`src/rtl/core/sha_pkg.sv`:
```
`default_nettype none
package sha_pkg;

	localparam int unsigned BlockBytes = 64;
	localparam int unsigned LenPos = 56;
	localparam logic [7:0] PadMark = 8'h80;

	typedef enum logic [2:0] {
		ST_IDLE,
		ST_LOAD,
		ST_ROUND,
		ST_FOLD,
		ST_EMIT
	} state_t;

	// command bundle from controller to datapath
	typedef struct packed {
		logic       buf_wr;
		logic [5:0] buf_addr;
		logic [7:0] buf_data;
		logic       win_load;
		logic [3:0] win_idx;
		logic       init_work;
		logic       round_en;
		logic [5:0] round;
		logic       fold;
		logic       chain_reset;
	} dp_cmd_t;

	typedef logic [31:0] word_t;

	function automatic word_t rotr(input word_t x, input int unsigned n);
		rotr = (x >> n) | (x << (32 - n));
	endfunction

	function automatic word_t init_hash(input logic [2:0] i);
		case (i)
			3'd0: init_hash = 32'h6a09e667;
			3'd1: init_hash = 32'hbb67ae85;
			3'd2: init_hash = 32'h3c6ef372;
			3'd3: init_hash = 32'ha54ff53a;
			3'd4: init_hash = 32'h510e527f;
			3'd5: init_hash = 32'h9b05688c;
			3'd6: init_hash = 32'h1f83d9ab;
			default: init_hash = 32'h5be0cd19;
		endcase
	endfunction

	localparam word_t RoundConst [64] = '{
		32'h428a2f98,32'h71374491,32'hb5c0fbcf,32'he9b5dba5,32'h3956c25b,32'h59f111f1,
		32'h923f82a4,32'hab1c5ed5,32'hd807aa98,32'h12835b01,32'h243185be,32'h550c7dc3,
		32'h72be5d74,32'h80deb1fe,32'h9bdc06a7,32'hc19bf174,32'he49b69c1,32'hefbe4786,
		32'h0fc19dc6,32'h240ca1cc,32'h2de92c6f,32'h4a7484aa,32'h5cb0a9dc,32'h76f988da,
		32'h983e5152,32'ha831c66d,32'hb00327c8,32'hbf597fc7,32'hc6e00bf3,32'hd5a79147,
		32'h06ca6351,32'h14292967,32'h27b70a85,32'h2e1b2138,32'h4d2c6dfc,32'h53380d13,
		32'h650a7354,32'h766a0abb,32'h81c2c92e,32'h92722c85,32'ha2bfe8a1,32'ha81a664b,
		32'hc24b8b70,32'hc76c51a3,32'hd192e819,32'hd6990624,32'hf40e3585,32'h106aa070,
		32'h19a4c116,32'h1e376c08,32'h2748774c,32'h34b0bcb5,32'h391c0cb3,32'h4ed8aa4a,
		32'h5b9cca4f,32'h682e6ff3,32'h748f82ee,32'h78a5636f,32'h84c87814,32'h8cc70208,
		32'h90befffa,32'ha4506ceb,32'hbef9a3f7,32'hc67178f2
	};

endpackage
`default_nettype wire

```
`src/rtl/core/sha_ram.sv`:
```
`default_nettype none
module sha_ram #(
	parameter int unsigned Width = 8,
	parameter int unsigned Depth = 64
) (
	input  wire                     clk,
	input  wire                     wr_en,
	input  wire [$clog2(Depth)-1:0] wr_addr,
	input  wire [Width-1:0]         wr_data,
	input  wire [$clog2(Depth)-1:0] rd_addr,
	output logic [Width-1:0]        rd_data
);
	logic [Width-1:0] mem_q [Depth];

	// write port and registered read
	always_ff @(posedge clk) begin
		if (wr_en) begin
			mem_q[wr_addr] <= wr_data;
		end
		rd_data <= mem_q[rd_addr];
	end
endmodule
`default_nettype wire

```
`src/rtl/core/sha_datapath.sv`:
```
`default_nettype none
module sha_datapath (
	input  wire              clk,
	input  wire              arst_n,
	input  sha_pkg::dp_cmd_t cmd,
	input  wire  [5:0]       rd_addr,
	output logic [7:0]       rd_byte,
	input  wire  [2:0]       out_idx,
	output logic [31:0]      chain_word
);
	import sha_pkg::*;

	word_t win_q [16];
	word_t work_q [8];
	word_t chain_q [8];
	word_t w_new, w_t, t1, t2, s0, s1, w2, w15;
	word_t a, b, c, e, f, g;

	sha_ram #(.Width(8), .Depth(BlockBytes)) u_buf (
		.clk     (clk),
		.wr_en   (cmd.buf_wr),
		.wr_addr (cmd.buf_addr),
		.wr_data (cmd.buf_data),
		.rd_addr (rd_addr),
		.rd_data (rd_byte)
	);

	assign chain_word = chain_q[out_idx];

	// message schedule and round terms: expanded word from the window, t1 and t2
	always_comb begin
		w2  = win_q[4'(cmd.round - 6'd2)];
		w15 = win_q[4'(cmd.round - 6'd15)];
		s0 = rotr(w15, 7) ^ rotr(w15, 18) ^ (w15 >> 3);
		s1 = rotr(w2, 17) ^ rotr(w2, 19) ^ (w2 >> 10);
		w_new = s1 + win_q[4'(cmd.round - 6'd7)] + s0 + win_q[cmd.round[3:0]];
		w_t = (cmd.round < 6'd16) ? win_q[cmd.round[3:0]] : w_new;
		a = work_q[0]; b = work_q[1]; c = work_q[2];
		e = work_q[4]; f = work_q[5]; g = work_q[6];
		t1 = work_q[7] + (rotr(e, 6) ^ rotr(e, 11) ^ rotr(e, 25)) + ((e & f) ^ (~e & g))
			+ RoundConst[cmd.round] + w_t;
		t2 = (rotr(a, 2) ^ rotr(a, 13) ^ rotr(a, 22)) + ((a & b) ^ (a & c) ^ (b & c));
	end

	// schedule window: byte shift-in during load, new word during rounds
	always_ff @(posedge clk) begin
		if (cmd.win_load) begin
			win_q[cmd.win_idx] <= {win_q[cmd.win_idx][23:0], rd_byte};
		end else if (cmd.round_en) begin
			win_q[cmd.round[3:0]] <= w_t;
		end
	end

	// working variables
	always_ff @(posedge clk) begin
		if (cmd.init_work) begin
			for (int i = 0; i < 8; i++) work_q[i] <= chain_q[i];
		end else if (cmd.round_en) begin
			work_q[7] <= g;
			work_q[6] <= f;
			work_q[5] <= e;
			work_q[4] <= work_q[3] + t1;
			work_q[3] <= c;
			work_q[2] <= b;
			work_q[1] <= a;
			work_q[0] <= t1 + t2;
		end
	end

	// chain value: fold or restore
	always_ff @(posedge clk or negedge arst_n) begin
		if (!arst_n) begin
			for (int i = 0; i < 8; i++) chain_q[i] <= init_hash(3'(i));
		end else if (cmd.chain_reset) begin
			for (int i = 0; i < 8; i++) chain_q[i] <= init_hash(3'(i));
		end else if (cmd.fold) begin
			for (int i = 0; i < 8; i++) chain_q[i] <= chain_q[i] + work_q[i];
		end
	end
endmodule
`default_nettype wire

```
`src/rtl/core/sha_ctrl.sv`:
```
`default_nettype none
module sha_ctrl (
	input  wire               clk,
	input  wire               arst_n,
	input  wire               s_tvalid,
	output logic              s_tready,
	input  wire  [7:0]        s_byte,
	input  wire               s_op,
	output logic              m_tvalid,
	input  wire               m_tready,
	output logic [2:0]        out_idx,
	output logic [5:0]        rd_addr,
	output sha_pkg::dp_cmd_t  cmd
);
	import sha_pkg::*;

	state_t state_q, state_d;
	logic [5:0]  fill_q;
	logic [63:0] bits_q;
	logic [63:0] total_q;
	logic        fin_q;     // finishing a message
	logic        two_q;     // padding needs a second block
	logic [1:0]  phase_q;   // 0 pad fill, 1 compress, 2 length block
	logic [5:0]  pad_q;     // next pad byte address
	logic [6:0]  cnt_q;     // load / round counter
	logic [2:0]  idx_q;
	logic        acc;
	logic [7:0]  pad_byte;

	assign acc = s_tvalid && s_tready;
	assign out_idx = idx_q;
	assign m_tvalid = (state_q == ST_EMIT);

	// byte written while padding
	always_comb begin
		if (phase_q == 2'd0 && pad_q == fill_q) pad_byte = PadMark;
		else if (pad_q >= 6'(LenPos) && !(phase_q == 2'd0 && two_q))
			pad_byte = total_q[6'd63 - {pad_q[2:0], 3'b000} -: 8];
		else pad_byte = 8'h00;
	end

	// next state
	always_comb begin
		state_d = state_q;
		case (state_q)
			ST_IDLE: begin
				if (acc && (s_op || fill_q == 6'd63)) state_d = ST_LOAD;
			end
			ST_LOAD: begin
				if (fin_q && phase_q != 2'd1) begin
					if (pad_q == 6'd63) state_d = ST_LOAD;
				end else if (cnt_q == 7'd64) state_d = ST_ROUND;
			end
			ST_ROUND: if (cnt_q == 7'd63) state_d = ST_FOLD;
			ST_FOLD: begin
				if (!fin_q) state_d = ST_IDLE;
				else if (phase_q == 2'd1 && two_q) state_d = ST_LOAD;
				else state_d = ST_EMIT;
			end
			ST_EMIT: if (m_tready && idx_q == 3'd7) state_d = ST_IDLE;
			default: state_d = ST_IDLE;
		endcase
	end

	// outputs
	always_comb begin
		s_tready = (state_q == ST_IDLE);
		cmd = '0;
		rd_addr = cnt_q[5:0];
		cmd.round = cnt_q[5:0];
		cmd.win_idx = 4'(cnt_q[5:2] - 4'd1);
		case (state_q)
			ST_IDLE: begin
				cmd.buf_wr = acc && !s_op;
				cmd.buf_addr = fill_q;
				cmd.buf_data = s_byte;
			end
			ST_LOAD: begin
				if (fin_q && phase_q != 2'd1) begin
					cmd.buf_wr = 1'b1;
					cmd.buf_addr = pad_q;
					cmd.buf_data = pad_byte;
				end else begin
					cmd.win_load = (cnt_q != 7'd0);
					cmd.win_idx = cnt_q[5:2] - {3'b000, (cnt_q[1:0] == 2'b00)};
					if (cnt_q == 7'd64) cmd.win_idx = 4'd15;
					cmd.init_work = (cnt_q == 7'd64);
				end
			end
			ST_ROUND: cmd.round_en = 1'b1;
			ST_FOLD: cmd.fold = 1'b1;
			ST_EMIT: cmd.chain_reset = m_tready && idx_q == 3'd7;
			default: ;
		endcase
	end

	// control registers
	always_ff @(posedge clk or negedge arst_n) begin
		if (!arst_n) begin
			state_q <= ST_IDLE;
			fill_q <= '0;
			bits_q <= '0;
			total_q <= '0;
			fin_q <= 1'b0;
			two_q <= 1'b0;
			phase_q <= '0;
			pad_q <= '0;
			cnt_q <= '0;
			idx_q <= '0;
		end else begin
			state_q <= state_d;
			case (state_q)
				ST_IDLE: begin
					cnt_q <= '0;
					idx_q <= '0;
					if (acc && !s_op) begin
						fill_q <= fill_q + 6'd1;
						fin_q <= 1'b0;
						phase_q <= 2'd1;
					end else if (acc) begin
						fin_q <= 1'b1;
						total_q <= bits_q + {55'd0, fill_q, 3'b000};
						two_q <= (fill_q >= 6'(LenPos));
						phase_q <= 2'd0;
						pad_q <= fill_q;
					end
				end
				ST_LOAD: begin
					if (fin_q && phase_q != 2'd1) begin
						pad_q <= pad_q + 6'd1;
						// block complete, compress it next
						if (pad_q == 6'd63) phase_q <= 2'd1;
					end else if (cnt_q == 7'd64) cnt_q <= '0;
					else cnt_q <= cnt_q + 7'd1;
				end
				ST_ROUND: cnt_q <= cnt_q + 7'd1;
				ST_FOLD: begin
					cnt_q <= '0;
					if (!fin_q) bits_q <= bits_q + 64'd512;
					else if (phase_q == 2'd1 && two_q) begin
						phase_q <= 2'd2;
						pad_q <= '0;
						two_q <= 1'b0;
					end
				end
				ST_EMIT: begin
					if (m_tready) begin
						idx_q <= idx_q + 3'd1;
						if (idx_q == 3'd7) begin
							fill_q <= '0;
							bits_q <= '0;
							fin_q <= 1'b0;
						end
					end
				end
				default: ;
			endcase
		end
	end
endmodule
`default_nettype wire

```
`src/rtl/core/sha256_byte_stream_hasher.sv`:
```
// channel | dir | tdata                         | tuser   | tlast
// s_axis  | in  | [7:0] data_byte               | op      | -
// m_axis  | out | [31:0] digest_word            | [2:0] word_index | last_word
// An absorb word is written to the block buffer; the 64th byte of a block adds a
// load and 64 rounds (one round per cycle on the single round unit) plus a fold.
// Finish writes the padding byte by byte, runs one or two compressions, then
// presents eight digest words, each held until taken. Reset is asynchronous.
`default_nettype none
module sha256_byte_stream_hasher (
	input  wire         clk,
	input  wire         arst_n,
	input  wire         s_axis_tvalid,
	output logic        s_axis_tready,
	input  wire  [7:0]  s_axis_tdata,   // [7:0] data_byte
	input  wire         s_axis_tuser,   // [0] operation
	output logic        m_axis_tvalid,
	input  wire         m_axis_tready,
	output logic [31:0] m_axis_tdata,   // [31:0] digest_word
	output logic [2:0]  m_axis_tuser,   // [2:0] word_index
	output logic        m_axis_tlast
);
	import sha_pkg::*;

	dp_cmd_t    cmd;
	logic [2:0] idx;
	logic [5:0] rd_addr;
	logic [7:0] rd_byte;

	sha_ctrl u_ctrl (
		.clk(clk), .arst_n(arst_n),
		.s_tvalid(s_axis_tvalid), .s_tready(s_axis_tready),
		.s_byte(s_axis_tdata), .s_op(s_axis_tuser),
		.m_tvalid(m_axis_tvalid), .m_tready(m_axis_tready),
		.out_idx(idx), .rd_addr(rd_addr), .cmd(cmd)
	);

	sha_datapath u_dp (
		.clk(clk), .arst_n(arst_n), .cmd(cmd),
		.rd_addr(rd_addr), .rd_byte(rd_byte),
		.out_idx(idx), .chain_word(m_axis_tdata)
	);

	assign m_axis_tuser = idx;
	assign m_axis_tlast = (idx == 3'd7);
endmodule
`default_nettype wire

```
`config.mk`:
```
export PLATFORM = sky130hd
export DESIGN_NAME = sha256_byte_stream_hasher
export DESIGN_NICKNAME = d
export VERILOG_FILES = /design/src/rtl/core/sha_pkg.sv /design/src/rtl/core/sha_ram.sv /design/src/rtl/core/sha_datapath.sv /design/src/rtl/core/sha_ctrl.sv /design/src/rtl/core/sha256_byte_stream_hasher.sv
export SDC_FILE = /design/constraint.sdc
export NUM_CORES = 2
export LEC_CHECK = 0
export ABC_AREA = 0
export BUFFER_PORTS_ARGS = -buffer_cell sky130_fd_sc_hd__buf_2
export CORE_UTILIZATION = 29
export DETAILED_ROUTE_END_ITERATION = 12
export RECOVER_POWER = 100
export SETUP_SLACK_MARGIN = 0.5
export SYNTH_ARGS = -nofsm -noshare
export SYNTH_HDL_FRONTEND = slang
export SYNTH_HIERARCHICAL = 1
export SYNTH_SLANG_ARGS = --single-unit
```
`constraint.sdc`:
```
create_clock -name clk -period 15.4 [get_ports clk]
set_input_delay 0.77 -clock clk [delete_from_list [all_inputs] [get_ports clk]]
set_output_delay 0.77 -clock clk [all_outputs]
set_load 0.01 [all_outputs]
```
==> flow_summary.yaml <==
status:
  status: "finished with violations"
  violations: "capacitance limit, slew limit"
sta:
  timing.fmax_mhz: 69.8
  worst_pin_slew_ns: 8.35
  tns_ns: 0
  setup-violations-final: 0
  setup_ws_ns: 1.08
  slew_viol_final: 3020
  min_period_ns: 14.32
  final-hold-violation-count: 0
  skew_ns: 0.110
  slew_headroom_pct: -457
  rsz0062_at_grt: "false"
  fin_crit_sh_pct: 93.0
synth:
  synthTopCellsByArea: "edfxtp_1, mux4_2, dfrtp_1, ha_1, nand2_1"
  synthFlopType: "edfxtp_1"
  synth_most_common_cell: "edfxtp_1"
  syn_area_per_cell_um2: 11.8
  ys_warn_count: 6
  synthArstFlopShare_pct: 23.7
  synthCells: 9218
  seq_area_frac_synth_pct: 44.7
  ys_ff_latch: 1689
  synth_commonest_cells: "edfxtp_1, nand2_1, mux4_2"
  syn_nets: 9830
  synth_edf_count: 1280
  synthDistinctLibCells: 110
  syn_area_um2: 109000
  synth_top_area_cell: "edfxtp_1"
  netlist.area_leader.share_pct: 35.2
place:
  dpl_worst_slack_ns: 1.24
  place.gp.congestion: 0.971
  place_hpwl_um: 240000
  port_buffers: 50
grt:
  grt_usage_pct: 17.8
  grt_overflow: 0
  grt_max_degree: 138
  antenna_found_initial: 13
  grt_pass1_vias: 73700
  grt_pass1_wl_um: 511000
clock_tree:
  clkTransAtPathRegs_ns: 0.06
  clock_path_buffers: 4
  clk_latency_ns: 0.92
  htree_levels: 4
  cts_inserted_buffers: 200
  cts_setup_buffers: 0
  tritoncts: "done"
  cts-root-buf: "clkbuf_16"
  cts.sinks: 1689
finish:
  fin_nets: 9679
  drive_gt1_share_pct: 15.2
  register_area_um2: 48800
  nFillCells: 37300
  multi_input_comb_area_um2: 56400
  syn_to_final_growth_pct: 11.1
floorplanning:
  die_w_um: 615
  fp.coreArea_um2: 373000
  io_pins: 51
  die_y_um: 615
  start_util_pct: 29.2
  die_area_um2: 379000
  rows: 224
critical_path:
  worstSetupStartpointType: "flop"
  cp.arrival_ns: 14.91
  cp_slowest_stage_delay_ns: 1.03
  crit_path_frequent_cell: "a21oi_1"
  worst_setup_path_end_kind: "flop"
  cp_max_fo: 51
  worstSetupPathType: "reg -> reg"
  cp_slowest_cell: "a21oi_1"
  cp.required_ns: 15.98
routing:
  drc: 0
  wl_um: 348000
  viasPerCell: 5.47
  vias: 77800
  ant_nets: 0
  firstDrtPassIters: 7
  first_iter_violations: 9548
  wl_per_cell_um: 24.5
worst_hold_path:
  hold_path_class: "in -> reg"
job:
  maxCapViolCount: 64
[metrics by stage]
stage          area (µm²)  instances  hold WS, ns  utilization (%)
5_1_grt            121000      14200        0.246             32.5
6_report           121000      14200        0.248             32.5
3_5_place_dp       115000      13800        0.469             30.7
4_1_cts            122000      14200        0.187             32.6
2_1_floorplan      109000       9218        0.445                -
3_3_place_gp       115000      13800        0.460             30.7
[layout make-up]
cell class	count	share of cell area, %
multi-input combinational	6532	46.6
antenna	5	0.0103
clock buffer	260	4.51
clock inverter	112	1.10
timing repair buffer	191	0.992
tap	4972	5.13
sequential	1689	40.3
inverter	453	1.41
[worst max-delay path, delay by kind of cell (launching register included)]
family	cells	cell delay [ns]
AO/OA/AOI/OAI	21	4.63
XOR/XNOR	5	0.83
adder cells (fa/ha/maj)	10	5.02
buffers and inverters	10	1.57
flip-flops	1	0.77
multiplexers	2	0.93
AND/OR/NAND/NOR	2	0.23
[state kept, by name (all words and copies together), names as in the netlist]
name and count:
u_ctrl/pad_q 6, u_ctrl/total_q 61, u_dp/chain_q 256, u_dp/work_q 256, u_dp/u_buf/rd_data 8, u_ctrl/state_q 3, u_dp/win_q 512, u_ctrl/bits_q 55
u_ctrl/cnt_q 7, u_ctrl/two_q 1, u_dp/u_buf/mem_q 512, u_ctrl/phase_q 2, u_ctrl/fin_q 1, u_ctrl/out_idx 3, u_ctrl/fill_q 6
[cells in the final DEF (no fill, tap or decap), drive strengths merged, types with 79 or more instances in the layout]
master	count
a21o	207
a21oi	509
buf	124
clkbuf	326
dfrtp	265
dfstp	136
edfxtp	1280
fa	195
ha	404
inv	457
mux2	153
mux2i	348
mux4	636
nand2	1072
nand2b	92
nand3	124
nor2	573
nor2b	79
nor3	101
o21ai	443
xnor2	384
xor2	226
[per-layer routing]
layer / up-vias / GRT usage, % / part of all wire [%]
met1: 39400 / 25.0 / 43
met5: - / 0 / 0.0037
met3: 623 / 3.25 / 8.8
li1: 34100 / - / -
met4: 2 / 5.99 / 3.7
met2: 3616 / 27.7 / 45
[kinds of logic after synthesis]
| kind of cell | count (synthesis) | share of synthesized area [%] |
|---|---|---|
| buffers and inverters | 997 | 3.73 |
| and+or+nand+nor | 2327 | 9.54 |
| DFF | 1689 | 44.7 |
| xor gates and xnor gates | 611 | 4.94 |
| adders and majority gates | 603 | 8.25 |
| muxes | 1137 | 17.9 |
| AOI/OAI and AO/OA | 1854 | 10.9 |
[what timing repair did]
item | in CTS | in global routing
resized for setup | 0 | 2
hold buffers | 1 | 0
endpoints found under the hold margin | 72 | 0
setup endpoints to repair | 0 | 5
[worst paths after layout]
check                                   start  slack, ns  cells past startpoint                  to
setup / recovery              u_ctrl/cnt_q[0]       1.08                     50  u_dp/work_q[0][31]
hold / removal                  m_axis_tready       0.25                      2   u_ctrl/out_idx[2]
setup reg to reg              u_ctrl/cnt_q[0]       1.08                     50  u_dp/work_q[0][31]
hold reg to reg            u_ctrl/total_q[47]       0.48                      2  u_ctrl/total_q[47]
max in group asynchronous              arst_n       2.48                      3    u_dp/chain_q[36]
min in group asynchronous              arst_n       2.73                      2   u_ctrl/out_idx[2]
Power is left out: the tool's default activity adds up to more than one toggle a clock period on the data nets, which glitch-free logic cannot reach.
